--- src/hw/rtl/ultrasonic_ranger_led_indicator_core_assert.svh ---
// Assertion macros shared by the ranger RTL; clocked on clk_i, off while rst_ni is low.
`ifndef ULTRASONIC_RANGER_LED_INDICATOR_CORE_ASSERT_SVH
`define ULTRASONIC_RANGER_LED_INDICATOR_CORE_ASSERT_SVH

`define URLI_ASSERT(name, prop) \
  name: assert property (@(posedge clk_i) disable iff (!rst_ni) (prop)) \
    else $error("ranger assertion failed");

`define URLI_ASSERT_NEXT(name, ante, cons) \
  name: assert property (@(posedge clk_i) disable iff (!rst_ni) (ante) |=> (cons)) \
    else $error("ranger implication failed");

`endif

--- src/hw/rtl/urli_pkg.sv ---
package urli_pkg;

  localparam int unsigned TpuW     = 8;
  localparam int unsigned BlinkW   = 26;
  localparam int unsigned PeriodW  = 24;
  localparam int unsigned ScaleW   = 24;
  localparam int unsigned FracW    = 24;
  localparam int unsigned DistW    = 16;
  localparam int unsigned LedW     = 3;
  localparam int unsigned CfgIdxW  = 2;
  localparam int unsigned CfgDataW = 26;
  localparam int unsigned NumBands = 6;
  localparam int unsigned BandIdxW = 3;
  localparam int unsigned BandPMin = 4;

  localparam int unsigned EchoCountWidthDef = 24;
  localparam int unsigned WaitCountWidthDef = 26;

  localparam logic [TpuW-1:0]    TpuRst    = 8'd16;
  localparam logic [BlinkW-1:0]  BlinkRst  = 26'd4000000;
  localparam logic [PeriodW-1:0] PeriodRst = 24'd80000;
  localparam logic [ScaleW-1:0]  ScaleRst  = 24'd17983;

  localparam logic [DistW-1:0] NearCm  = 16'd10;
  localparam logic [DistW-1:0] Band8Cm = 16'd20;
  localparam logic [DistW-1:0] Band7Cm = 16'd30;
  localparam logic [DistW-1:0] Band6Cm = 16'd40;
  localparam logic [DistW-1:0] Band5Cm = 16'd50;
  localparam logic [DistW-1:0] Band4Cm = 16'd60;
  localparam logic [DistW-1:0] FarCm   = 16'd70;

  localparam logic [BandIdxW-1:0] BandP9 = 3'd5;
  localparam logic [BandIdxW-1:0] BandP8 = 3'd4;
  localparam logic [BandIdxW-1:0] BandP7 = 3'd3;
  localparam logic [BandIdxW-1:0] BandP6 = 3'd2;
  localparam logic [BandIdxW-1:0] BandP5 = 3'd1;
  localparam logic [BandIdxW-1:0] BandP4 = 3'd0;

  localparam logic [LedW-1:0] LedOff = 3'b000;
  localparam logic [LedW-1:0] LedAll = 3'b111;

  localparam logic [31:0] Div10Recip = 32'hCCCCCCCD;
  localparam int unsigned Div10Shift = 35;

  typedef enum logic [2:0] {
    PH_TRIG_LOW  = 3'd0,
    PH_TRIG_HIGH = 3'd1,
    PH_WAIT_ECHO = 3'd2,
    PH_BLINK     = 3'd3,
    PH_PWM       = 3'd4
  } phase_e;

  typedef enum logic [CfgIdxW-1:0] {
    CFG_TICKS_PER_US   = 2'd0,
    CFG_BLINK_TICKS    = 2'd1,
    CFG_PWM_PERIOD     = 2'd2,
    CFG_DISTANCE_SCALE = 2'd3
  } cfg_idx_e;

  typedef logic [NumBands-1:0][PeriodW-1:0] band_len_t;

  typedef struct packed {
    logic [TpuW-1:0]   tpu;
    logic [BlinkW-1:0] blink;
    band_len_t         hi_len;
    band_len_t         lo_len;
  } cfg_t;

  typedef struct packed {
    logic             done;
    logic [DistW-1:0] distance;
  } echo_stat_t;

  typedef struct packed {
    logic            trigger;
    logic [LedW-1:0] led;
  } ctrl_out_t;

  // floor(period * p / 10) through a reciprocal multiply, exact below 2^32
  function automatic logic [PeriodW-1:0] hi_duty(input logic [PeriodW-1:0] period,
                                                 input logic [3:0] p);
    logic [PeriodW+3:0]  x;
    logic [PeriodW+35:0] m;
    x = {4'b0, period} * {{PeriodW{1'b0}}, p};
    m = {32'b0, x} * {{(PeriodW+4){1'b0}}, Div10Recip};
    return m[PeriodW+Div10Shift-1:Div10Shift];
  endfunction

  function automatic logic [PeriodW-1:0] dec_floor(input logic [PeriodW-1:0] d);
    return (d == '0) ? '0 : d - PeriodW'(1);
  endfunction

  function automatic band_len_t hi_len_table(input logic [PeriodW-1:0] period);
    band_len_t t;
    for (int b = 0; b < NumBands; b++) begin
      t[b] = dec_floor(hi_duty(period, 4'(b + BandPMin)));
    end
    return t;
  endfunction

  function automatic band_len_t lo_len_table(input logic [PeriodW-1:0] period);
    band_len_t t;
    for (int b = 0; b < NumBands; b++) begin
      t[b] = dec_floor(period - hi_duty(period, 4'(b + BandPMin)));
    end
    return t;
  endfunction

endpackage

--- src/hw/rtl/urli_echo.sv ---
`include "ultrasonic_ranger_led_indicator_core_assert.svh"

module urli_echo #(
  parameter int unsigned ECHO_COUNT_WIDTH = urli_pkg::EchoCountWidthDef
) (
  input  logic                        clk_i,
  input  logic                        rst_ni,
  input  logic                        adv_i,
  input  logic                        echo_i,
  input  logic                        pass_start_i,
  input  logic [urli_pkg::ScaleW-1:0] scale_d_i,
  output urli_pkg::echo_stat_t        stat_o,
  output logic [urli_pkg::DistW-1:0]  dist_d_o,
  output logic                        latch_o
);
  import urli_pkg::*;

  localparam int unsigned ProdW = ECHO_COUNT_WIDTH + FracW;
  localparam logic [ECHO_COUNT_WIDTH-1:0] EchoMax = '1;
  localparam logic [ECHO_COUNT_WIDTH-1:0] EchoOne = ECHO_COUNT_WIDTH'(1);

  logic [ECHO_COUNT_WIDTH-1:0] cnt_q, cnt_d, base;
  logic                        prev_q, prev_d;
  logic                        done_q, done_d;
  logic [DistW-1:0]            dist_q, dist_d, dist_sat;
  logic [ProdW-1:0]            prod_q, prod_d;
  logic [ECHO_COUNT_WIDTH-1:0] prod_hi;
  logic                        latch;

  // prod_q always equals cnt_q * scale
  assign prod_hi  = prod_q[ProdW-1:FracW];
  assign dist_sat = (33'(prod_hi) > 33'({DistW{1'b1}})) ? '1 : prod_hi[DistW-1:0];

  always_comb begin
    cnt_d  = cnt_q;
    prev_d = prev_q;
    done_d = done_q;
    dist_d = dist_q;
    latch  = 1'b0;
    base   = '0;
    if (adv_i) begin
      if (pass_start_i) begin
        done_d = 1'b0;
        dist_d = '0;
      end
      if (echo_i) begin
        base  = prev_q ? cnt_q : '0;
        cnt_d = (base == EchoMax) ? EchoMax : base + EchoOne;
      end else if (prev_q) begin
        dist_d = dist_sat;
        done_d = 1'b1;
        latch  = 1'b1;
      end
      prev_d = echo_i;
    end
    prod_d = ProdW'(cnt_d) * ProdW'(scale_d_i);
  end

  always_ff @(posedge clk_i or negedge rst_ni) begin
    if (!rst_ni) begin
      cnt_q  <= '0;
      prev_q <= 1'b0;
      done_q <= 1'b0;
      dist_q <= '0;
      prod_q <= '0;
    end else begin
      cnt_q  <= cnt_d;
      prev_q <= prev_d;
      done_q <= done_d;
      dist_q <= dist_d;
      prod_q <= prod_d;
    end
  end

  assign stat_o.done     = done_q;
  assign stat_o.distance = dist_q;
  assign dist_d_o        = dist_d;
  assign latch_o         = latch;

  `URLI_ASSERT_NEXT(fall_marks_done, adv_i && !echo_i && prev_q, done_q)
  `URLI_ASSERT_NEXT(rise_restarts_count, adv_i && echo_i && !prev_q, cnt_q == EchoOne)

endmodule

--- config.mk ---
export PLATFORM = sky130hd
export DESIGN_NAME = urli_echo
export DESIGN_NICKNAME = d
export VERILOG_FILES = /design/src/hw/rtl/urli_pkg.sv /design/src/hw/rtl/urli_echo.sv
export VERILOG_INCLUDE_DIRS = /design/src /design/src/hw/rtl
export SDC_FILE = /design/constraint.sdc
export NUM_CORES = 1
export LEC_CHECK = 0
export ABC_AREA = 1
export BUFFER_PORTS_ARGS = -buffer_cell sky130_fd_sc_hd__buf_2
export CELL_PAD_IN_SITES_DETAIL_PLACEMENT = 1
export CELL_PAD_IN_SITES_GLOBAL_PLACEMENT = 2
export CORE_UTILIZATION = 30
export DETAILED_ROUTE_END_ITERATION = 6
export PLACE_DENSITY_LB_ADDON = 0.1
export REMOVE_ABC_BUFFERS = 1
export SYNTH_ARGS = -nofsm -noshare
export SYNTH_HDL_FRONTEND = slang
export SYNTH_SLANG_ARGS = --single-unit
--- constraint.sdc ---
create_clock -name clk_i -period 13.2 [get_ports clk_i]
set_input_delay 0.66 -clock clk_i [delete_from_list [all_inputs] [get_ports clk_i]]
set_output_delay 0.66 -clock clk_i [all_outputs]
set_load 0.01 [all_outputs]
## Yosys cells after proc, flatten, opt, wreduce, memory -nomap -nowiden

Cells that the tools add are included.

| storage, ports and cells | value |
|---|---|
| register bits after elaboration | 90 |

| cells by class | value |
|---|---|
| eq/ne operators | 1 |
| $lt $le $gt $ge | 1 |
| mux-type cells | 15 |
| multipliers | 1 |
| add/sub/neg operators | 1 |

Operator list:

| operator | count |
|---|---|
| 24-bit two-way mux | 4 |
| 16-bit two-way mux | 5 |
| 24-bit by 24-bit multiplier with 48-bit output | 1 |
| 24-bit by 1-bit adder with 24-bit output, second input constant | 1 |
| 24-bit equality test, second input constant | 1 |
| 24-bit by 16-bit > comparator with 1-bit output, second input constant | 1 |
| 1-bit two-way mux | 6 |

## Longest topological paths before layout

Gate-level depths: netlist of the first run.

| depth | value |
|---|---|
| depth in word-level cells | 6 |
| gate-level depth with buffers | 45 |
| depth with buffers taken out | 41 |

## Least setup slack after synthesis of the first run

No wires, ideal clock.

| path | value |
|---|---|
| kind | reg-to-reg |
| start point | register prev_q |
| end point | register prod_q[47] |
| path buffers | 4 |
| clock period less this slack | 7882 ps |
| setup slack | 5318 ps |
| setup time | 79 ps |
| stages on the path, launching flop included | 44 |
| arrival | 7803 ps |
| data required time | 13121 ps |
| cell sequence | dfrtp_1 -> buf_6 -> buf_8 -> clkbuf_1 -> nand2_1 -> inv_1 -> ha_1 -> nand2_1 -> nor2_2 -> nand3_2 -> nor2_2 -> nand3b_2 -> nor4_4 -> nand4_1 -> o21bai_1 -> nand3_1 -> o21ai_1 -> inv_1 -> [8 not listed] -> inv_1 -> fa_1 -> fa_1 -> inv_1 -> fa_1 -> inv_1 -> ha_1 -> nand2_1 -> nor2_1 -> inv_1 -> nor2_1 -> nand2_1 -> o21ai_0 -> a21oi_1 -> o21ai_2 -> nand2_1 -> nand2_1 -> xor2_1 |

| between the ends | value |
|---|---|
| cells in the longest elaborated chain, start to end | 6 |

RTL lines:

| what | RTL line | source |
|---|---|---|
| from (decl) | urli_echo.sv:23 | `logic prev_q, prev_d;` |
| from (signal assigned) | urli_echo.sv:68 | `prev_q <= prev_d;` |
| 24-bit two-way mux (*) | urli_echo.sv:47 | `base = prev_q ? cnt_q : '0;` |
| 24-bit by 1-bit adder with 24-bit output / 24-bit equality test (equally long branches) | urli_echo.sv:48 | `cnt_d = (base == EchoMax) ? EchoMax : base + EchoOne;` |
| 24-bit two-way mux (*) | urli_echo.sv:48 |  |
| 24-bit two-way mux (*) | urli_echo.sv:46 | `if (echo_i) begin` |
| 24-bit two-way mux (*) | urli_echo.sv:41 | `if (adv_i) begin` |
| named net cnt_d[20] | urli_echo.sv:22 | `logic [ECHO_COUNT_WIDTH-1:0] cnt_q, cnt_d, base;` |
| 24-bit by 24-bit multiplier with 48-bit output (*) | urli_echo.sv:56 | `prod_d = ProdW'(cnt_d) * ProdW'(scale_d_i);` |
| named net prod_d[47] | urli_echo.sv:26 | `logic [ProdW-1:0] prod_q, prod_d;` |
| to (signal assigned) | urli_echo.sv:71 | `prod_q <= prod_d;` |
| to (decl) | urli_echo.sv:26 |  |

The timed path passes the listed nets; every way through them passes the cells marked *.
A chain may end at the register's enable or synchronous reset.

## Worst setup path in the final report of the first run

| path | value |
|---|---|
| start point | input adv_i |
| end point | register prod_q[45] |

| between the ends | value |
|---|---|
| cells in the longest elaborated chain, start to end | 2 |

RTL lines:

| what | RTL line | source |
|---|---|---|
| from (decl) | urli_echo.sv:8 | `input logic adv_i,` |
| 24-bit two-way mux | urli_echo.sv:41 |  |
| 24-bit by 24-bit multiplier with 48-bit output | urli_echo.sv:56 |  |
| named net prod_d[45] | urli_echo.sv:26 |  |

The timed path passes the listed nets, and every way through them passes these cells.

==> run_results.csv, run 1 <==
group,metric,value,unit
yosys,ys_seq_elements,66,
worst_hold_path,hp-class,"input pin to async pin",
final_layout,layout.cells.most_common,"sky130_fd_sc_hd__inv_1",
placement,detailed_place_hpwl,70.5,mm
clock_network,clk_transition_reported_paths,0.09,ns
yosys,post_synth_top_area_share,44.5,%
clock_network,cts-root-buf,"sky130_fd_sc_hd__clkbuf_16",
timing,part_of_the_cycle_the_worst_path_needs,75.2,%
detailed_routing,final_antenna_net_count,0,
detailed_routing,number_of_remaining_drc_errors,0,
clock_network,numClockSinks,66,
final_layout,layout.cells.most_common_list,"sky130_fd_sc_hd__inv_1, sky130_fd_sc_hd__fa_1, sky130_fd_sc_hd__nand2_1",
floorplan,initial_core_util,30.3,%
yosys,synth.top_cells.by_area,"sky130_fd_sc_hd__fa_1, sky130_fd_sc_hd__inv_1, sky130_fd_sc_hd__ha_1",
timing,setup_repair_after_global_routing_missed_its_margin,"no",
critical_path,timing.critical_path.from,"adv_i",
detailed_routing,drt_first_iter_violations,893,
yosys,synth_enable_flop_cells,0,
critical_path,required,13.49,ns
global_routing,grt_max_degree,54,
flow_run,max-cap-violations,0,
detailed_routing,detail_route.wirelength,85.9,mm
placement,dp.cells,3581,
yosys,area_share_of_xor_xnor_cells_in_the_synthesized_design,1.21,%
yosys,post-synth-top-area-cell,"sky130_fd_sc_hd__fa_1",
timing,post-route-min-period,9.93,ns
final_layout,finish.instance_area,0.0231,mm²
floorplan,coreArea,0.0715,mm²
final_layout,fillCellCount,8534,
floorplan,floorplan.rows,98,
clock_network,post_cts_resize_count,0,
yosys,adder_cell_area_share_of_the_yosys_netlist,54.4,%
final_layout,fin_nets,3323,
critical_path,crit_end_category,"flop",
timing,clock-skew-final,0.0286,ns
yosys,synth_compound_gate_area_share,4.82,%
yosys,seq_total_area_yosys,7.63,%
yosys,proportion_of_synthesized_area_in_mux_cells,0,%
final_layout,layout.cells.non_filler,3597,
global_routing,grt_antenna_before_repair,2,
placement,buffer_ports.inserted,62,
clock_network,cts.repair_timing.setup_buffer_count,0,
critical_path,slowest_delay,0.80,ns
final_layout,post_route_cells_drive_above_1_share,6.23,%
global_routing,grt_first_pass_wirelength,129,mm
detailed_routing,drt-vias-per-instance,4.77,
clock_network,cts_tree,"yes",
placement,placedInstanceArea,0.0228,mm²
critical_path,timing.critical_path.from_type,"input pin",
critical_path,slowest_stage,"sky130_fd_sc_hd__inv_1",
floorplan,i_o_pin_count,63,
floorplan,dieWidth,271,µm
timing,max_freq,0.101,GHz
detailed_routing,first_pass_iters,5,
final_layout,flow.area_growth_from_synthesis,6.71,%
clock_network,cts_htree_levels,3,
floorplan,dieHeight,271,µm
timing,sum_neg_setup_slack,0,ns
timing,slew_headroom,13.1,%
critical_path,worst_path_most_repeated_cell,"sky130_fd_sc_hd__inv_1",
status,status,"complete, no violations",
global_routing,grt_remaining_overflow,0,
clock_network,insertion_delay,0.39,ns
detailed_routing,vias,17154,
timing,tightest_slew,1.30,ns
yosys,yosysWarnings,0,
yosys,netlist-cell-type-count,51,
floorplan,floorplan.die_area,0.0732,mm²
critical_path,rr_startpoint,"prev_q",
yosys,synth_top_family_by_area,"adder cells",
yosys,dominant_synthesized_flop_cell,"sky130_fd_sc_hd__dfrtp_1",
detailed_routing,wl_per_cell,23.9,µm
critical_path,largest_fanout_of_any_net_on_the_critical_path,26,
final_layout,antenna_cells,0,
clock_network,cts_made_buffers,9,
yosys,synthesized_instance_count,2649,
clock_network,ctsHoldBuffers,0,
yosys,synth-async-reset-ratio,100,%
clock_network,clk_path_buf_depth,2,
global_routing,grt_pass1_vias,19712,
critical_path,criticalPathCategory,"input pin to flop",
timing,report.final.slew_viol_count,0,
timing,final-hold-violation-count,0,
critical_path,crit_arrival,10.21,ns
timing,setup-violations-final,0,
yosys,avgSynthCellArea,8.17,µm²
global_routing,all_layer_global_routing_usage,24.4,%
yosys,post_synthesis_share_of_cell_area_spent_on_and_or_nand_and_nor_gates,17.9,%
yosys,syn-cell-area,0.0216,mm²
placement,gp_congestion,0.878,
[per-layer routing]
layer	part of all wire (%)	GRT usage (%)
met1	45	32.6
met2	48	40.9
met3	4.3	3.46
met4	3.0	7.05
met5	0	0
[stage by stage]
stage	hold WS, ns	util (%)	setup WS (ns)
after global routing	0.117	32.3	2.74
after CTS	0.0929	32.3	3.35
final	0.112	32.3	3.27
after global placement	0.461	31.9	3.18
after floorplan	0.364	-	5.04
after detailed placement	0.487	31.9	3.03
[critical path, delay by kind of cell]
family                     cells  cell delay [ns]
AOI/OAI and AO/OA              3             0.90
xor gates and xnor gates       1             0.18
adders and majority gates      8             3.74
buffers and inverters          9             2.60
and+or+nand+nor                9             2.06
[logic make-up after synthesis]
kind of cell,Yosys count
simple gates,934
buf+inv,784
fa+ha+maj,652
compound gates,183
flops,66
xor+xnor,30
[synthesized netlist by cell type (10+ instances only)]
library cell	instances
sky130_fd_sc_hd__a21oi_1	65
sky130_fd_sc_hd__a31oi_1	12
sky130_fd_sc_hd__buf_2	22
sky130_fd_sc_hd__clkbuf_1	67
sky130_fd_sc_hd__dfrtp_1	66
sky130_fd_sc_hd__fa_1	481
sky130_fd_sc_hd__ha_1	171
sky130_fd_sc_hd__inv_1	671
sky130_fd_sc_hd__nand2_1	417
sky130_fd_sc_hd__nand2_2	21
sky130_fd_sc_hd__nand3_1	42
sky130_fd_sc_hd__nor2_1	388
sky130_fd_sc_hd__nor3_1	12
sky130_fd_sc_hd__nor4_1	10
sky130_fd_sc_hd__o21a_1	10
sky130_fd_sc_hd__o21ai_0	60
sky130_fd_sc_hd__xnor2_1	10
sky130_fd_sc_hd__xor2_1	20
[path summary, 6_finish.rpt]
path / endpoint / slack, ns / cells past startpoint
worst max-delay path: prod_q[45] / 3.27 / 30
worst min-delay path: cnt_q[20] / 0.11 / 1
worst max register to register: prod_q[45] / 3.32 / 38
worst min register to register: done_q / 0.50 / 2
max in group asynchronous: dist_q[1] / 11.99 / 2
min in group clk_i: done_q / 0.50 / 2
[state kept, by name, indices dropped and copies added (netlist names)]
name,flops
cnt_q,24
dist_q,16
done_q,1
prev_q,1
prod_q,24
[final cells by class]
| type | instances | area, µm² | share of cell area (%) |
|---|---|---|---|
| clock buffers | 10 | 229 | 0.991 |
| inverters | 684 | 2570 | 11.1 |
| repair buffers | 82 | 463 | 2.00 |
| multi-input cells | 1799 | 17000 | 73.4 |
| well taps | 950 | 1190 | 5.15 |
| clock inverters | 6 | 41.3 | 0.179 |
| flip-flops and latches | 66 | 1650 | 7.15 |
Power of run 1 is not shown: default switching activity piles up to over one toggle a cycle in this logic, so the estimate is an artifact.
==> run 2, diff against run 1 <==
clock period = 10.1 ns   (was 13.2 ns; I/O delays follow)
==> run 2 against run 1 <==
Core utilization is 0.31 points higher. First-iteration DRC count down 12%. Critical path type is now flop to flop. Register-to-register slack worse by 2.1 ns. Die area did not move. Sequential cell count stayed put. Largest cell class unchanged. Worst hold slack gained 0.37 ns. Cell area grew 0.97%. Critical path depth grew 4. Clock skew shrank 0.010 ns. Cell count rose by 0.70%. Count of clock-buffer cells in the layout did not move.
==> run_results.csv, run 2 (same netlist as run 1, synthesis figures left out) <==
group,metric,value,unit
critical_path,slowest_delay,0.68,ns
floorplan,coreArea,0.0715,mm²
final_layout,post_route_cells_drive_above_1_share,7.11,%
critical_path,largest_fanout_of_any_net_on_the_critical_path,29,
detailed_routing,met2WireLength,39.1,mm
detailed_routing,wl_met1,39.4,mm
global_routing,grt_max_degree,58,
timing,post-route-min-period,8.91,ns
clock_network,cts-root-buf,"sky130_fd_sc_hd__clkbuf_16",
critical_path,timing.critical_path.from_type,"flop",
floorplan,floorplan.die_area,0.0732,mm²
detailed_routing,vias,17163,
placement,buffer_ports.inserted,62,
clock_network,cts_made_buffers,9,
clock_network,numClockSinks,66,
placement,gp_congestion,0.895,
critical_path,required,10.38,ns
worst_hold_path,hp-class,"flop to flop",
detailed_routing,drt-vias-per-instance,4.74,
timing,report.final.slew_viol_count,0,
floorplan,initial_core_util,30.3,%
global_routing,grt_first_pass_wirelength,129,mm
detailed_routing,first_pass_iters,5,
final_layout,antenna_cells,0,
detailed_routing,drt_first_iter_violations,783,
critical_path,crit_end_category,"flop",
critical_path,criticalPathCategory,"flop to flop",
timing,tightest_slew,1.03,ns
floorplan,floorplan.rows,98,
clock_network,cts_htree_levels,3,
timing,max_freq,0.112,GHz
timing,final-hold-violation-count,0,
detailed_routing,routed_wl_met3,2.80,mm
final_layout,finish.instance_area,0.0233,mm²
global_routing,all_layer_global_routing_usage,23.7,%
flow_run,max-cap-violations,0,
floorplan,dieWidth,271,µm
status,status,"complete, no violations",
final_layout,fillCellCount,8572,
clock_network,insertion_delay,0.38,ns
global_routing,grt_remaining_overflow,0,
final_layout,layout.cells.most_common_list,"sky130_fd_sc_hd__inv_1, sky130_fd_sc_hd__fa_1, sky130_fd_sc_hd__nand2_1",
timing,sum_neg_setup_slack,0,ns
floorplan,i_o_pin_count,63,
clock_network,clk_transition_reported_paths,0.06,ns
global_routing,grt_antenna_before_repair,0,
detailed_routing,number_of_remaining_drc_errors,0,
final_layout,reg.largest.list,"cnt_q (24), prod_q (24), dist_q (16)",
detailed_routing,wl_per_cell,22.8,µm
detailed_routing,topRoutingLayerUsed,"met4",
critical_path,slowest_stage,"sky130_fd_sc_hd__fa_1",
clock_network,cts_tree,"yes",
timing,slew_headroom,31.2,%
final_layout,layout.cells.most_common,"sky130_fd_sc_hd__inv_1",
timing,hold_slack,0.486,ns
global_routing,grt_pass1_vias,20026,
timing,setup_repair_after_global_routing_missed_its_margin,"no",
placement,detailed_place_hpwl,71.2,mm
detailed_routing,detail_route.wirelength,82.5,mm
timing,clock-skew-final,0.0182,ns
timing,part_of_the_cycle_the_worst_path_needs,88.2,%
floorplan,dieHeight,271,µm
clock_network,clk_path_buf_depth,2,
critical_path,crit_arrival,9.18,ns
timing,setup-violations-final,0,
final_layout,flow.area_growth_from_synthesis,7.74,%
detailed_routing,final_antenna_net_count,0,
placement,placedInstanceArea,0.0230,mm²
final_layout,fin_nets,3348,
-- run 2: changes by cell type in the layout (fill, tap and decap cells not counted), sizes merged --
cell / before / now
buf: 82 / 106
bufinv: 0 / 1
clkinvlp: 3 / 1
dlygate4sd3: 0 / 1
clkinv: 8 / 9
-- run 2: final timing paths --
path | from | depth (start not counted) | endpoint | slack, ns
max in group asynchronous | rst_ni | 3 | done_q | 8.49
min in group asynchronous | rst_ni | 2 | cnt_q[8] | 0.51
max | prev_q | 34 | prod_q[38] | 1.19
min reg2reg | done_q | 2 | done_q | 0.49
max reg2reg | prev_q | 34 | prod_q[38] | 1.19
min | done_q | 2 | done_q | 0.49
-- run 2: final cells by class --
type | instances | area, µm² | share of cell area [%]
repair buffers | 107 | 653 | 2.80
multi-input cells | 1799 | 17000 | 72.7
clock buffers | 10 | 239 | 1.02
inverters | 684 | 2570 | 11.0
well taps | 950 | 1190 | 5.10
clock inverters | 6 | 65.1 | 0.279
flip-flops and latches | 66 | 1650 | 7.08
-- run 2: what timing repair did --
action,4_1_cts,5_1_grt
buffers inserted,0,0
hold endpoints to repair,9,0
hold buffers,1,0
gates resized for setup,0,0
-- run 2: critical path: cells and delay by family, from the launching register on --
kind	cells	cell delay (ns)
simple gates	13	1.79
buf+inv	8	1.54
flops	1	0.42
fa+ha+maj	8	4.14
xor+xnor	1	0.22
compound gates	4	0.64
-- run 2: per-stage QoR --
step	cells	setup WS (ns)	utilization, %
floorplan	2549	1.94	-
global route	3622	0.449	32.6
CTS	3622	1.14	32.6
global placement	3605	1.20	32.2
detailed placement	3605	1.16	32.2
finish	3622	1.19	32.6
-- run 2: layer usage --
| layer | vias to the layer above | track usage (%) |
|---|---|---|
| li1 | 7712 | - |
| met1 | 9113 | 33.6 |
| met2 | 282 | 39.0 |
| met3 | 56 | 2.89 |
| met4 | 0 | 4.25 |
| met5 | - | 0 |
Power of run 2 is left out for the same reason.
