<file path="src/hw/rtl/ultrasonic_ranger_led_indicator_core_assert.svh">
// Assertion macros shared by the ranger RTL; clocked on clk_i, off while rst_ni is low.
`ifndef ULTRASONIC_RANGER_LED_INDICATOR_CORE_ASSERT_SVH
`define ULTRASONIC_RANGER_LED_INDICATOR_CORE_ASSERT_SVH

`define URLI_ASSERT(name, prop) \
  name: assert property (@(posedge clk_i) disable iff (!rst_ni) (prop)) \
    else $error("ranger assertion failed");

`define URLI_ASSERT_NEXT(name, ante, cons) \
  name: assert property (@(posedge clk_i) disable iff (!rst_ni) (ante) |=> (cons)) \
    else $error("ranger implication failed");

`endif

</file>
<file path="src/hw/rtl/urli_pkg.sv">
package urli_pkg;

  localparam int unsigned TpuW     = 8;
  localparam int unsigned BlinkW   = 26;
  localparam int unsigned PeriodW  = 24;
  localparam int unsigned ScaleW   = 24;
  localparam int unsigned FracW    = 24;
  localparam int unsigned DistW    = 16;
  localparam int unsigned LedW     = 3;
  localparam int unsigned CfgIdxW  = 2;
  localparam int unsigned CfgDataW = 26;
  localparam int unsigned NumBands = 6;
  localparam int unsigned BandIdxW = 3;
  localparam int unsigned BandPMin = 4;

  localparam int unsigned EchoCountWidthDef = 24;
  localparam int unsigned WaitCountWidthDef = 26;

  localparam logic [TpuW-1:0]    TpuRst    = 8'd16;
  localparam logic [BlinkW-1:0]  BlinkRst  = 26'd4000000;
  localparam logic [PeriodW-1:0] PeriodRst = 24'd80000;
  localparam logic [ScaleW-1:0]  ScaleRst  = 24'd17983;

  localparam logic [DistW-1:0] NearCm  = 16'd10;
  localparam logic [DistW-1:0] Band8Cm = 16'd20;
  localparam logic [DistW-1:0] Band7Cm = 16'd30;
  localparam logic [DistW-1:0] Band6Cm = 16'd40;
  localparam logic [DistW-1:0] Band5Cm = 16'd50;
  localparam logic [DistW-1:0] Band4Cm = 16'd60;
  localparam logic [DistW-1:0] FarCm   = 16'd70;

  localparam logic [BandIdxW-1:0] BandP9 = 3'd5;
  localparam logic [BandIdxW-1:0] BandP8 = 3'd4;
  localparam logic [BandIdxW-1:0] BandP7 = 3'd3;
  localparam logic [BandIdxW-1:0] BandP6 = 3'd2;
  localparam logic [BandIdxW-1:0] BandP5 = 3'd1;
  localparam logic [BandIdxW-1:0] BandP4 = 3'd0;

  localparam logic [LedW-1:0] LedOff = 3'b000;
  localparam logic [LedW-1:0] LedAll = 3'b111;

  localparam logic [31:0] Div10Recip = 32'hCCCCCCCD;
  localparam int unsigned Div10Shift = 35;

  typedef enum logic [2:0] {
    PH_TRIG_LOW  = 3'd0,
    PH_TRIG_HIGH = 3'd1,
    PH_WAIT_ECHO = 3'd2,
    PH_BLINK     = 3'd3,
    PH_PWM       = 3'd4
  } phase_e;

  typedef enum logic [CfgIdxW-1:0] {
    CFG_TICKS_PER_US   = 2'd0,
    CFG_BLINK_TICKS    = 2'd1,
    CFG_PWM_PERIOD     = 2'd2,
    CFG_DISTANCE_SCALE = 2'd3
  } cfg_idx_e;

  typedef logic [NumBands-1:0][PeriodW-1:0] band_len_t;

  typedef struct packed {
    logic [TpuW-1:0]   tpu;
    logic [BlinkW-1:0] blink;
    band_len_t         hi_len;
    band_len_t         lo_len;
  } cfg_t;

  typedef struct packed {
    logic             done;
    logic [DistW-1:0] distance;
  } echo_stat_t;

  typedef struct packed {
    logic            trigger;
    logic [LedW-1:0] led;
  } ctrl_out_t;

  // floor(period * p / 10) through a reciprocal multiply, exact below 2^32
  function automatic logic [PeriodW-1:0] hi_duty(input logic [PeriodW-1:0] period,
                                                 input logic [3:0] p);
    logic [PeriodW+3:0]  x;
    logic [PeriodW+35:0] m;
    x = {4'b0, period} * {{PeriodW{1'b0}}, p};
    m = {32'b0, x} * {{(PeriodW+4){1'b0}}, Div10Recip};
    return m[PeriodW+Div10Shift-1:Div10Shift];
  endfunction

  function automatic logic [PeriodW-1:0] dec_floor(input logic [PeriodW-1:0] d);
    return (d == '0) ? '0 : d - PeriodW'(1);
  endfunction

  function automatic band_len_t hi_len_table(input logic [PeriodW-1:0] period);
    band_len_t t;
    for (int b = 0; b < NumBands; b++) begin
      t[b] = dec_floor(hi_duty(period, 4'(b + BandPMin)));
    end
    return t;
  endfunction

  function automatic band_len_t lo_len_table(input logic [PeriodW-1:0] period);
    band_len_t t;
    for (int b = 0; b < NumBands; b++) begin
      t[b] = dec_floor(period - hi_duty(period, 4'(b + BandPMin)));
    end
    return t;
  endfunction

endpackage

</file>
<file path="src/hw/rtl/urli_ctrl.sv">
`include "ultrasonic_ranger_led_indicator_core_assert.svh"

module urli_ctrl #(
  parameter int unsigned WAIT_COUNT_WIDTH = urli_pkg::WaitCountWidthDef
) (
  input  logic                 clk_i,
  input  logic                 rst_ni,
  input  logic                 adv_i,
  input  urli_pkg::cfg_t       cfg_i,
  input  urli_pkg::echo_stat_t stat_i,
  output logic                 pass_start_o,
  output urli_pkg::ctrl_out_t  out_o
);
  import urli_pkg::*;

  localparam logic [32:0] WaitMax = 33'((33'd1 << WAIT_COUNT_WIDTH) - 33'd1);
  localparam logic [WAIT_COUNT_WIDTH-1:0] CntOne = WAIT_COUNT_WIDTH'(1);

  phase_e                      phase_q, phase_d;
  logic [WAIT_COUNT_WIDTH-1:0] cnt_q, cnt_d, cnt_inc;
  logic [LedW-1:0]             led_q, led_d;
  logic [BandIdxW-1:0]         band;
  logic [PeriodW-1:0]          pwm_len;
  logic [32:0]                 wait_n, wait_m1, wait_lim;
  logic                        wait_hit;
  logic                        pass_start;

  always_comb begin
    if (stat_i.distance < Band8Cm) begin
      band = BandP9;
    end else if (stat_i.distance < Band7Cm) begin
      band = BandP8;
    end else if (stat_i.distance < Band6Cm) begin
      band = BandP7;
    end else if (stat_i.distance < Band5Cm) begin
      band = BandP6;
    end else if (stat_i.distance < Band4Cm) begin
      band = BandP5;
    end else begin
      band = BandP4;
    end
  end

  assign pwm_len = (led_q != LedOff) ? cfg_i.hi_len[band] : cfg_i.lo_len[band];

  always_comb begin
    case (phase_q)
      PH_TRIG_HIGH: wait_n = 33'({cfg_i.tpu, 3'b000}) + 33'({cfg_i.tpu, 1'b0});
      PH_BLINK:     wait_n = 33'(cfg_i.blink);
      PH_PWM:       wait_n = 33'(pwm_len);
      default:      wait_n = 33'({cfg_i.tpu, 1'b0});
    endcase
    wait_m1  = (wait_n == '0) ? '0 : wait_n - 33'd1;
    wait_lim = (wait_m1 > WaitMax) ? WaitMax : wait_m1;
    wait_hit = 33'(cnt_q) >= wait_lim;
  end

  assign cnt_inc = cnt_q + CntOne;

  always_comb begin
    phase_d    = phase_q;
    cnt_d      = cnt_q;
    led_d      = led_q;
    pass_start = 1'b0;
    if (adv_i) begin
      case (phase_q)
        PH_TRIG_LOW: begin
          if (wait_hit) begin
            phase_d = PH_TRIG_HIGH;
            cnt_d   = '0;
          end else begin
            cnt_d = cnt_inc;
          end
        end
        PH_TRIG_HIGH: begin
          if (wait_hit) begin
            phase_d = PH_WAIT_ECHO;
            cnt_d   = '0;
          end else begin
            cnt_d = cnt_inc;
          end
        end
        PH_WAIT_ECHO: begin
          if (stat_i.done) begin
            cnt_d = '0;
            if (stat_i.distance < NearCm) begin
              phase_d = PH_BLINK;
            end else if (stat_i.distance < FarCm) begin
              led_d   = (led_q != LedOff) ? LedOff : LedAll;
              phase_d = PH_PWM;
            end else begin
              led_d      = LedOff;
              phase_d    = PH_TRIG_LOW;
              pass_start = 1'b1;
            end
          end
        end
        PH_BLINK: begin
          if (wait_hit) begin
            led_d      = {2'b00, ~led_q[0]};
            phase_d    = PH_TRIG_LOW;
            cnt_d      = '0;
            pass_start = 1'b1;
          end else begin
            cnt_d = cnt_inc;
          end
        end
        PH_PWM: begin
          if (wait_hit) begin
            phase_d    = PH_TRIG_LOW;
            cnt_d      = '0;
            pass_start = 1'b1;
          end else begin
            cnt_d = cnt_inc;
          end
        end
        default: begin
          if (wait_lim == '0) begin
            phase_d = PH_TRIG_HIGH;
            cnt_d   = '0;
          end else begin
            phase_d = PH_TRIG_LOW;
            cnt_d   = CntOne;
          end
        end
      endcase
    end
  end

  always_comb begin
    out_o.trigger = (phase_d == PH_TRIG_HIGH);
    out_o.led     = led_d;
    pass_start_o  = pass_start;
  end

  always_ff @(posedge clk_i or negedge rst_ni) begin
    if (!rst_ni) begin
      phase_q <= PH_TRIG_LOW;
      cnt_q   <= '0;
      led_q   <= LedOff;
    end else begin
      phase_q <= phase_d;
      cnt_q   <= cnt_d;
      led_q   <= led_d;
    end
  end

  `URLI_ASSERT_NEXT(far_restarts_pass,
      adv_i && phase_q == PH_WAIT_ECHO && stat_i.done && stat_i.distance >= FarCm,
      phase_q == PH_TRIG_LOW)
  `URLI_ASSERT_NEXT(wait_holds_until_done,
      adv_i && phase_q == PH_WAIT_ECHO && !stat_i.done, phase_q == PH_WAIT_ECHO)

endmodule

</file>
<file path="config.mk">
export PLATFORM = sky130hd
export DESIGN_NAME = urli_ctrl
export DESIGN_NICKNAME = d
export VERILOG_FILES = /design/src/hw/rtl/urli_pkg.sv /design/src/hw/rtl/urli_ctrl.sv
export VERILOG_INCLUDE_DIRS = /design/src /design/src/hw/rtl
export SDC_FILE = /design/constraint.sdc
export NUM_CORES = 1
export LEC_CHECK = 0
export BUFFER_PORTS_ARGS = -buffer_cell sky130_fd_sc_hd__buf_4
export CORE_ASPECT_RATIO = 0.5
export CORE_MARGIN = 10
export CORE_UTILIZATION = 30
export CTS_CLUSTER_DIAMETER = 200
export DETAILED_ROUTE_END_ITERATION = 8
export SYNTH_ARGS = -nofsm -noshare
export SYNTH_HDL_FRONTEND = slang
export SYNTH_SLANG_ARGS = --single-unit
export TNS_END_PERCENT = 10
</file>
<file path="constraint.sdc">
create_clock -name clk_i -period 9.1 [get_ports clk_i]
set_clock_uncertainty 0.2 [all_clocks]
set_input_delay 0.91 -clock clk_i [delete_from_list [all_inputs] [get_ports clk_i]]
set_output_delay 0.91 -clock clk_i [all_outputs]
set_load 0.02 [all_outputs]
</file>
=== Word level (Yosys, flattened, before mapping) ===
Index checks and enable logic that the tools add are counted.

* $add $sub $neg: 3
* $lt $le $gt $ge: 10
* Eq/ne operators: 6
* Multiplexer cells: 39
* Bitwise logic cells: 1
* Reduce and logical (&&, ||, !) cells: 7

{| class="wikitable"
|+ Operators by type and width
! operator !! number
|-
| binary-select mux 24 bit (select 3 bit) || 2
|-
| case mux 26 bit (3 select lines) || 1
|-
| 2-to-1 mux 24 bit || 3
|-
| logical NOT 33 bit || 2
|-
| 2-to-1 mux 33 bit || 2
|-
| 2-to-1 mux 26 bit || 2
|-
| case mux 26 bit (2 select lines) || 1
|-
| less-than comparator 16 x 6 -> 1 bit (second input constant) || 3
|-
| 2-to-1 mux 3 bit || 15
|-
| greater-or-equal comparator 26 x 33 -> 1 bit || 1
|-
| > comparator 33 x 26 -> 1 bit (second input constant) || 1
|-
| subtractor 33 x 1 -> 33 bit (second input constant) || 1
|-
| less-than comparator 16 x 5 -> 1 bit (second input constant) || 2
|-
| adder 26 x 1 -> 26 bit (second input constant) || 1
|-
| less-than comparator 16 x 4 -> 1 bit (second input constant) || 1
|-
| less-than comparator 16 x 7 -> 1 bit (second input constant) || 1
|-
| adder 11 x 9 -> 12 bit || 1
|-
| case mux 3 bit (4 select lines) || 1
|-
| 2-to-1 mux 1 bit || 8
|-
| equality test 3 x 1 -> 1 bit (second input constant) || 2
|-
| equality test 3 x 2 -> 1 bit (second input constant) || 2
|-
| case mux 3 bit (2 select lines) || 1
|-
| less-than comparator 3 x 4 -> 1 bit (second input constant) || 1
|-
| 2-to-1 mux 2 bit || 2
|-
| 9 further kinds || 9
|}

* Register bits after elaboration: 32
* Input port bits: 342
* Output and inout bits: 5
* Logic and storage cells: 69

=== Longest topological paths before layout ===
Gate-level depths: netlist of run 1.

* Word-level depth: 19
* Gate-level depth with buffers: 33

=== Worst setup path after synthesis of run 1 ===
OpenSTA, ideal clock, no wires.

* Path kind: input-to-output
* Start: input port stat_i[11] in the netlist's numbering
* End: output port out_o[3] in the netlist's numbering
* Arrival time: 6.980 ns
* Data required time: 7.990 ns
* Path slack: 1.010 ns
* Stages on the path: 25
* Cell sequence: nor4_4 > nand3_4 > nor3_4 > buf_2 > mux2_1 > a2111o_1 > nand2_1 > nand3_1 > or3_1 > or3_1 > a211oi_2 > buf_4 > a211oi_1 > ha_1 > a21o_1 > a21o_1 > a21o_1 > a21o_1 > a21o_1 > a21o_1 > a21o_1 > a21oi_1 > and2_1 > o221ai_1 > nor4_1

{| class="wikitable"
|+ RTL lines
! item !! RTL line !! text
|-
| start, declared || urli_ctrl.sv:10 || <nowiki>input urli_pkg::echo_stat_t stat_i,</nowiki>
|-
| end, declared || urli_ctrl.sv:12 || <nowiki>output urli_pkg::ctrl_out_t out_o</nowiki>
|}

==> results of run 1 <==
-- metrics by stage --
| step | power [mW] | util | setup slack, ns | hold WS, ns |
|---|---|---|---|---|
| 2_1_floorplan | 0.566 | - | 1.01 | 0.311 |
| 6_report | 1.04 | 0.448 | 0.263 | 0.358 |
| 3_3_place_gp | 0.823 | 0.436 | 0.221 | 0.347 |
| 3_5_place_dp | 0.835 | 0.436 | 0.159 | 0.356 |
| 5_1_grt | 1.11 | 0.448 | 0.0178 | 0.385 |
| 4_1_cts | 1.03 | 0.443 | 0.117 | 0.369 |
-- registers in the layout, indices dropped and copies added (netlist names) --
signal   count
cnt_q       26
led_q        3
phase_q      3
-- metal layers --
layer	wire length, um	part of all wire	track usage	vias to the layer above
met1	17800	0.42	0.330	4635
met5	0	0	0	-
li1	-	-	-	4482
met4	948	0.022	0.0663	0
met2	20200	0.47	0.432	478
met3	3660	0.086	0.0518	67
-- path summary, 6_finish.rpt --
path | cells past startpoint | slack [ns] | endpoint
min reg2reg | 1 | 0.37 | cnt_q[0]
max reg2reg | 24 | 1.96 | cnt_q[3]
min | 1 | 0.36 | cnt_q[2]
min in group clk_i | 1 | 0.37 | cnt_q[0]
max | 27 | 0.26 | out_o[3]
max in group asynchronous | 1 | 8.05 | cnt_q[12]
-- final cells by class --
type / instances / area (um^2)
well taps: 307 / 384
clock inverters: 2 / 35.0
inverters: 21 / 78.8
multi-input cells: 865 / 5890
flip-flops and latches: 32 / 801
diodes: 1 / 2.50
fillers: 2380 / 12700
clock buffers: 6 / 129
repair buffers: 396 / 3010
-- power breakdown --
part | internal, mW | leakage [nW] | switching, mW | total [mW]
combinational | 0.297 | 4.22 | 0.365 | 0.662
sequential | 0.158 | 0.439 | 0.0349 | 0.192
clock | 0.128 | 0.0808 | 0.0562 | 0.185
-- critical path, stage by stage --
cell,delay [ns]
buf_4,0.22
nor4_1,0.12
and4_1,0.37
nor2_1,0.69
o21ai_0,0.42
a32oi_1,0.35
ha_1,0.24
a21boi_1,0.19
nor4b_4,0.38
nand2_1,0.18
nor3_2,0.26
a21oi_1,0.11
a211oi_1,0.34
ha_1,0.32
a21o_1,0.18
a21o_1,0.18
a21o_1,0.17
a21o_1,0.17
a21o_1,0.17
a21o_1,0.17
a21o_1,0.17
a21oi_1,0.26
buf_4,0.20
and2_1,0.18
o221ai_1,0.16
nor4_1,0.39
buf_4,0.21
-- what timing repair did --
action / 4_1_cts / 5_1_grt
setup endpoints to repair: 0 / 4
gates resized for setup: 0 / 6
setup buffers: 0 / 6
-- placed cells by master, fill, tap and decap left out, types with 6 or more instances in the layout --
cell      instances
a21o_1           16
and2_1            7
o31ai_1          31
o211ai_1          8
nand2_1         132
buf_4           393
xor2_1           23
a31o_2            7
a31oi_1          33
nor2b_1          15
dfrtp_1          32
and4_1            6
mux2_2           12
xnor2_1          12
a221oi_1          8
o21a_1            8
mux2i_1          37
nor3_1           27
or3_1            11
and3_1           18
a22o_1           10
o221ai_1          7
o21ai_0          47
nor2_1           63
nor4_1           15
o22ai_1          14
nand4_1          42
ha_1             34
inv_1            21
nand3_1          49
a21oi_1          56
-- logic make-up after synthesis --
family | share of synthesized area
adders and majority gates | 0.0626
and+or+nand+nor | 0.329
DFF | 0.113
muxes | 0.0742
buffers and inverters | 0.0710
xor gates and xnor gates | 0.0431
AOI/OAI and AO/OA | 0.308
==> summary.md, run 1 <==
| Metric | Value |
|---|---|
| Status | `completed` |
| Routed Antenna Nets | `0` |
| Finished Layout Cells | `approximately 1600` |
| Critical Path Source Type | `input pin` |
| Tcrit/Tclk final | `0.971` |
| Synth top area cells | `dfrtp_1, nand2_1, ha_1` |
| Starting Density | `0.308` |
| Achievable Freq | `approximately 0.11 GHz` |
| I/O pin count | `347` |
| Kind of critical path | `input pin to output pin` |
| Initial antenna violation count | `2` |
| Post-CTS Hold Buffers | `0` |
| GPL Wtd Cong | `about 0.95` |
| Async SR Flop Fraction | `1.00` |
| Crit path launch | `stat_i[5]` |
| Sink Count | `32` |
| Pin count of the biggest net entering global routing | `50` |
| Yosys warns | `0` |
| Netlist cell types | `88` |
| CP required | `roughly 8.0 ns` |
| Yosys top cell by area | `dfrtp_1` |
| TritonCTS buffer count | `5` |
| Syn avg cell area | `between 7 and 8 um^2` |
| First-pass GRT wire length | `roughly 61000 um` |
| Cell Area, Synth | `7120 um^2` |
| CTS tree | `yes` |
| Post-synthesis sequential area ratio | `0.113` |
| # port buffers | `345` |
| Worst Tran Pin Value | `around 1 ns` |
| Syn_nets | `~1400` |
| Core area | `approximately 23000 um^2` |
| Vias in the first global route | `~9500` |
| Number of max-cap violations | `0` |
| Pwr Density | `~100 nW/um^2` |
| Die ar. | `30700 um^2` |
| # rows | `39` |
| Worst IR Drop VDD | `0.0765 mV` |
| Syn Inst Count | `997` |
| Residual DRC count | `0` |
| DP Wirelength | `35200 um` |
| Number of flops mapped to enable cells by yosys | `0` |
| Dominant synthesized flop cell | `dfrtp_1` |
| Slew HR | `0.324` |
| First drt pass iteration count | `6` |
| Layout cells sized above 1 | `0.351` |
| Total track usage | `0.256` |
| Fin crit period | `slightly below 9 ns` |
| CP endpoint kind | `output pin` |
| Crit Path Max Fanout | `16` |
| Fin Setup TNS | `0 ns` |
| Placed Area | `10100 um^2` |
| Die H | `between 100 and 150 um` |
| Placed Cells | `~1600` |
| Clock-pin slew on the worst setup and hold paths | `roughly 0.050 ns` |
| Synth Register Bits | `32` |
| Initial DRC Count | `~1100` |
| Hold WC Path Type | `input pin to asynchronous set/reset pin` |
| P_leak | `~4.7 nW` |
| DR vias | `approximately 9700` |
| RSZ-0062 raised after global routing | `no` |
| RR Startpoint | `phase_q[1]` |
| Clock root buffer | `clkbuf_16` |
| Fin area | `~10000 um^2` |
| Critical Path AT | `7.73 ns` |
| Slew Viols, Final | `0` |
| CTS H-Tree Depth | `2` |
| Die width | `~240 um` |
| Endpoints failing hold | `0` |
| Final setup vio count | `0` |
| Final wirelength | `approximately 43000 um` |
| Area Growth Syn to Fin | `45.2%` |
| WL/cell | `26.2 um` |
| Count leader, synth | `nand2_1` |
| Post-synth top area share | `0.113` |
| Fin nets | `about 1700` |
| Commonest cells post-synth | `nand2_1, nor2_1, a21oi_1` |
| Remaining Overflow, GRT | `0` |
| Vias/cell | `5.93` |
| Clk_lat worst skew | `between 0.2 and 0.3 ns` |
| Deepest clock path buffer count | `2` |
No activity file was read; power rests on OpenSTA's default activity.
==> inputs of run 2 (changes only) <==
==> constraint.sdc (replaced) <==
create_clock -name clk_i -period 9.1 [get_ports clk_i]
set_clock_uncertainty 0.2 [all_clocks]
set_input_delay 1.82 -clock clk_i [delete_from_list [all_inputs] [get_ports clk_i]]
set_output_delay 1.82 -clock clk_i [all_outputs]
set_load 0.02 [all_outputs]
==> run 2 against run 1 <==
The run now ends with setup timing left. Design area up 21%. Sequential power fell by 6%. Total power up 23%. Maximum frequency down 8.5%. Worst setup slack worse by 0.82 ns. Register-to-register slack better by 0.48 ns. Non-clock buffer count grew 215. Global-route usage grew 1.7 points. Clock power about the same. Sequential cell count did not move. Combinational power is 37% higher. Via count increased by 9.8%. Critical endpoint unchanged. Highest routed layer is now met5.
==> summary.md, run 2 (synthesis results as in run 1) <==
| Metric | Value |
|---|---|
| Worst reg2reg endpoint | `cnt_q[6]` |
| Hold WC Path Type | `flop to flop` |
| Worst IR Drop VDD | `0.131 mV` |
| Clk_lat worst skew | `0.27 ns` |
| Initial DRC Count | `around 1100` |
| Remaining Overflow, GRT | `0` |
| Final setup vio count | `5` |
| Status | `finished with violations` |
| Slew Viols, Final | `0` |
| Placed Area | `11500 um^2` |
| Biggest regs | `cnt_q x26, led_q x3, phase_q x3` |
| CP required | `slightly above 7 ns` |
| Fin nets | `1913` |
| Crit Path Max Fanout | `7` |
| Slew HR | `0.134` |
| Area Growth Syn to Fin | `76.3%` |
| Most frequent CP cell | `a21o_1` |
| CP peak stage delay | `a little over 0.5 ns` |
| Total track usage | `0.273` |
| Clock root buffer | `clkbuf_16` |
| Core area | `23100 um^2` |
| Failing checks | `setup timing` |
| I/O pin count | `between 300 and 400` |
| Fin crit period | `9.65 ns` |
| GPL Wtd Cong | `just under 1` |
| RSZ-0062 raised after global routing | `yes` |
| Post-CTS Hold Buffers | `0` |
| Most frequent cells in the layout | `buf_4, nand2_1, nor2_1` |
| Most common cell after layout, fill and taps aside | `buf_4` |
| Min-delay src | `cnt_q[0]` |
| Die ar. | `slightly above 30000 um^2` |
| Hold path depth | `1` |
| Worst path depth | `30` |
| Placed Cells | `about 1800` |
| Clock-pin slew on the worst setup and hold paths | `around 0.050 ns` |
| Tcrit/Tclk final | `1.06` |
| Initial antenna violation count | `2` |
| TritonCTS buffer count | `5` |
| Crit path buffers/inverters | `9` |
| First-pass GRT wire length | `approximately 65000 um` |
| Finished Layout Cells | `1845` |
| Hold slack | `roughly 0.36 ns` |
| CTS H-Tree Depth | `2` |
| Sink Count | `32` |
| Pwr Density | `102 nW/um^2` |
| Layout cells sized above 1 | `0.481` |
| Deepest clock path buffer count | `2` |
| CTS tree | `yes` |
| Top delay family on crit path | `compound AO/OA/AOI/OAI gates` |
| RR Startpoint | `led_q[2]` |
| Setup WS post-layout | `-0.553 ns` |
| WL/cell | `24.6 um` |
| DR vias | `between 10000 and 15000` |
| Tot Pwr | `roughly 1.3 mW` |
| # port buffers | `about 350` |
| FF-to-FF path depth | `27` |
| Kind of critical path | `input pin to output pin` |
| Achievable Freq | `about 0.10 GHz` |
| # rows | `39` |
| Number of max-cap violations | `0` |
| Worst Tran Pin Value | `~1.3 ns` |
| Final wirelength | `around 45000 um` |
| Critical Path AT | `between 7 and 8 ns` |
| Starting Density | `0.308` |
| Fin area | `around 13000 um^2` |
| DP Wirelength | `between 30000 and 40000 um` |
| P_leak | `5.94 nW` |
| Pin count of the biggest net entering global routing | `33` |
| Reg-to-reg slack, setup | `~2.4 ns` |
| Crit path max-delay cell type | `a2111o_1` |
| Critical Path Source Type | `input pin` |
| Residual DRC count | `0` |
| Routed Antenna Nets | `0` |
| Vias/cell | `approximately 5.8` |
| Endpoints failing hold | `0` |
| Hold Path Sink | `cnt_q[0]` |
| Die width | `roughly 240 um` |
| Largest register FFs | `26` |
| Most flop-heavy register | `cnt_q` |
| Setup WS pre-CTS | `-0.758 ns` |
| Die H | `roughly 130 um` |
| Vias in the first global route | `10600` |
| CP endpoint kind | `output pin` |
| First drt pass iteration count | `5` |
-- run 2: cell types whose count changed in the layout (fill, tap and decap cells not counted), moves of 4 or more --
cell	change
or3_1	-4
o22ai_1	-4
buf_12	+8
a21oi_1	-6
buf_6	+22
or3_4	+4
nand2_1	-4
a21oi_2	+5
o21ai_0	-7
buf_4	+180
-- run 2: repair_timing --
item	4_1_cts	5_1_grt
gates cloned	1	1
setup endpoints to repair	5	5
pin swaps	51	55
buffers inserted	30	15
resized for setup	66	38
-- run 2: worst max-delay path by stage --
stage / startpoint / to
2_1_floorplan: stat_i[9] / out_o[3]
6_report: stat_i[9] / out_o[3]
5_1_grt: stat_i[9] / out_o[3]
3_5_place_dp: stat_i[4] / out_o[3]
3_3_place_gp: stat_i[2] / out_o[3]
4_1_cts: stat_i[2] / out_o[3]
-- run 2: per-layer routing --
| metal | track usage | vias to the layer above | wire [um] |
|---|---|---|---|
| li1 | - | 4915 | - |
| met1 | 0.364 | 5138 | 19300 |
| met2 | 0.470 | 495 | 21800 |
| met3 | 0.0371 | 62 | 3640 |
| met4 | 0.0442 | 2 | 672 |
| met5 | 0 | - | 13 |
-- run 2: through the flow --
step,TNS [ns],utilization
floorplan,-0.171,-
global placement,-2.97,0.499
detailed placement,-3.54,0.499
CTS,-2.03,0.531
global route,-3.43,0.543
finish,-2.42,0.544
-- run 2: worst register-to-register path: stages, from the launching register on --
cell and delay [ns]:
dfrtp_1 0.42, or3_1 0.56, buf_4 0.33, nor3_2 0.40
buf_4 0.25, a31o_2 0.17, a31oi_1 0.05, o41a_1 0.20
a2111oi_4 0.46, nand3_4 0.16, buf_6 0.15, buf_4 0.12
and2_1 0.16, a211oi_2 0.22, ha_1 0.28, a21o_1 0.18
a21o_1 0.15, a21o_1 0.15, a21o_1 0.15, a21o_1 0.15
a21o_1 0.16, a21o_1 0.20, a21oi_4 0.27, and2_4 0.23
buf_4 0.10, buf_4 0.10, and4_1 0.44, a22o_1 0.20
-- run 2: cell type report --
type | instances | area, um^2
fillers | 2248 | 10500
multi-input cells | 865 | 6270
repair buffers | 611 | 4850
flip-flops and latches | 32 | 801
well taps | 307 | 384
clock buffers | 6 | 129
inverters | 21 | 78.8
clock inverters | 2 | 35.0
diodes | 1 | 2.50
-- run 2: where the power goes --
part	internal, mW	leakage [nW]	total [mW]	switching, mW
Clock	0.129	0.0808	0.187	0.0588
Sequential	0.158	0.439	0.181	0.0227
Combinational	0.453	5.42	0.906	0.453
==> inputs of run 3 (changes only) <==
--- a/config.mk
+++ b/config.mk
@@ -12,6 +12,7 @@
 export CORE_UTILIZATION = 30
 export CTS_CLUSTER_DIAMETER = 200
 export DETAILED_ROUTE_END_ITERATION = 8
+export SKIP_LAST_GASP = 1
 export SYNTH_ARGS = -nofsm -noshare
 export SYNTH_HDL_FRONTEND = slang
 export SYNTH_SLANG_ARGS = --single-unit
==> run 3 against run 2 <==
The flow still finishes with violations (setup timing). Total power is 0.14% lower. Design area hardly changed. Sequential cell count stayed put. First-iteration DRC count is 10% higher. Sequential power hardly changed. Worst hold slack hardly changed. Die area stayed put. Via count is 0.93% lower. Non-clock buffer count stayed put. Largest cell class unchanged. Worst setup slack better by 0.0063 ns.
==> summary.md, run 3 (synthesis results as in run 1) <==
| Metric | Value |
|---|---|
| Most frequent cells in the layout | `buf_4, nand2_1, nor2_1` |
| Residual DRC count | `0` |
| Final setup vio count | `5` |
| P_leak | `5.94 nW` |
| TritonCTS buffer count | `5` |
| Status | `finished with violations` |
| Fin crit period | `approximately 9.6 ns` |
| Most flop-heavy register | `cnt_q` |
| Reg-to-reg slack, setup | `around 2.4 ns` |
| Slew Viols, Final | `0` |
| GPL Wtd Cong | `between 0.9 and 1` |
| DR vias | `~11000` |
| Worst reg2reg endpoint | `cnt_q[6]` |
| First drt pass iteration count | `5` |
| I/O pin count | `347` |
| Post-layout util | `0.543` |
| Starting Density | `0.308` |
| Biggest regs | `cnt_q x26, led_q x3, phase_q x3` |
| CTS H-Tree Depth | `2` |
| Sink Count | `32` |
| Critical Path Source Type | `input pin` |
| Fill cells | `between 2000 and 2500` |
| Achievable Freq | `0.104 GHz` |
| Area Growth Syn to Fin | `76.2%` |
| CP peak stage delay | `around 0.56 ns` |
| Worst Tran Pin Value | `between 1 and 1.5 ns` |
| First-pass GRT wire length | `65200 um` |
| Min-delay src | `cnt_q[0]` |
| Core area | `around 23000 um^2` |
| Tcrit/Tclk final | `1.06` |
| Largest register FFs | `26` |
| Initial DRC Count | `1157` |
| WL/cell | `approximately 25 um` |
| Clock-pin slew on the worst setup and hold paths | `0.05 ns` |
| Clk_lat worst skew | `around 0.27 ns` |
| Deepest clock path buffer count | `2` |
| CP endpoint kind | `output pin` |
| FF-to-FF path depth | `27` |
| Critical Path AT | `~7.6 ns` |
| Fin nets | `~1900` |
| Endpoints failing hold | `0` |
| Layout cells sized above 1 | `0.480` |
| Routed Antenna Nets | `0` |
| RSZ-0062 raised after global routing | `yes` |
| Setup WS post-layout | `-0.547 ns` |
| Worst IR Drop VDD | `between 0.1 and 0.15 mV` |
| Failing checks | `setup timing` |
| Total track usage | `0.273` |
| Remaining Overflow, GRT | `0` |
| CTS tree | `yes` |
| # port buffers | `between 300 and 400` |
| Die width | `~240 um` |
| Pin count of the biggest net entering global routing | `33` |
| Most frequent CP cell | `a21o_1` |
| Kind of critical path | `input pin to output pin` |
| DP Wirelength | `37600 um` |
| Die H | `about 130 um` |
| Final wirelength | `45400 um` |
| Vias/cell | `5.70` |
| Crit path max-delay cell type | `o41a_1` |
| Slew HR | `0.140` |
| RR Startpoint | `led_q[2]` |
| CP required | `7.08 ns` |
| Pwr Density | `101 nW/um^2` |
| Hold path depth | `1` |
| Hold Path Sink | `cnt_q[0]` |
| Vias in the first global route | `10600` |
| Diodes inserted | `0` |
| # rows | `39` |
| Die ar. | `between 30000 and 40000 um^2` |
| Most common cell after layout, fill and taps aside | `buf_4` |
| Hold slack | `roughly 0.36 ns` |
| Crit path launch | `stat_i[4]` |
| Hold WC Path Type | `flop to flop` |
| Crit Path Max Fanout | `7` |
| Clock root buffer | `clkbuf_16` |
| Initial antenna violation count | `2` |
| Number of max-cap violations | `0` |
run 3: through the flow:
stage / TNS, ns / total power, mW / instance area, um^2 / instances / worst slack, ns
2_1_floorplan: -0.171 / 0.579 / 7210 / 997 / -0.110
3_3_place_gp: -2.97 / 0.966 / 11500 / 1791 / -0.664
3_5_place_dp: -3.54 / 0.980 / 11500 / 1791 / -0.758
4_1_cts: -2.18 / 1.22 / 12200 / 1828 / -0.499
5_1_grt: -3.61 / 1.36 / 12500 / 1844 / -0.783
6_report: -2.52 / 1.27 / 12500 / 1844 / -0.547
run 3: where the power goes:
part	switching (mW)	leakage, nW	internal [mW]
clock network	0.0579	0.0808	0.129
registers	0.0228	0.439	0.158
logic	0.452	5.42	0.453
total	0.533	5.94	0.740
run 3: area by class of cell:
| type | count | area, um^2 | share of cell area |
|---|---|---|---|
| Sequential cell | 32 | 801 | 0.0639 |
| Clock buffer | 6 | 129 | 0.0103 |
| Inverter | 21 | 78.8 | 0.00629 |
| Tap cell | 307 | 384 | 0.0306 |
| Multi-Input combinational cell | 865 | 6260 | 0.500 |
| Clock inverter | 2 | 35.0 | 0.00279 |
| Timing Repair Buffer | 611 | 4850 | 0.387 |
run 3: metal layers:
layer	vias to the layer above	GRT usage	part of all wire
met1	5105	0.364	0.43
met2	459	0.469	0.48
met3	41	0.0371	0.073
met5	-	0	0.00029
met4	2	0.0442	0.012
li1	4906	-	-
run 3: worst max-delay path: cells and delay by family:
family                   cells  cell delay (ns)
AO/OA/AOI/OAI               14             2.83
adder cells (fa/ha/maj)      1             0.28
buffers and inverters        9             1.34
AND/OR/NAND/NOR              7             1.34
run 3: timing repair:
item,CTS,global route
buffers inserted,30,15
gates resized for setup,65,38
gates cloned,1,1
pin swaps,50,54
endpoints found under the setup margin,5,5
hold buffers,0,0
run 3: worst max path at each step:
| stage | endpoint | cells past startpoint |
|---|---|---|
| floorplan | out_o[3] | 25 |
| global placement | out_o[3] | 28 |
| detailed placement | out_o[3] | 31 |
| CTS | out_o[3] | 33 |
| global route | out_o[3] | 30 |
| finish | out_o[3] | 31 |
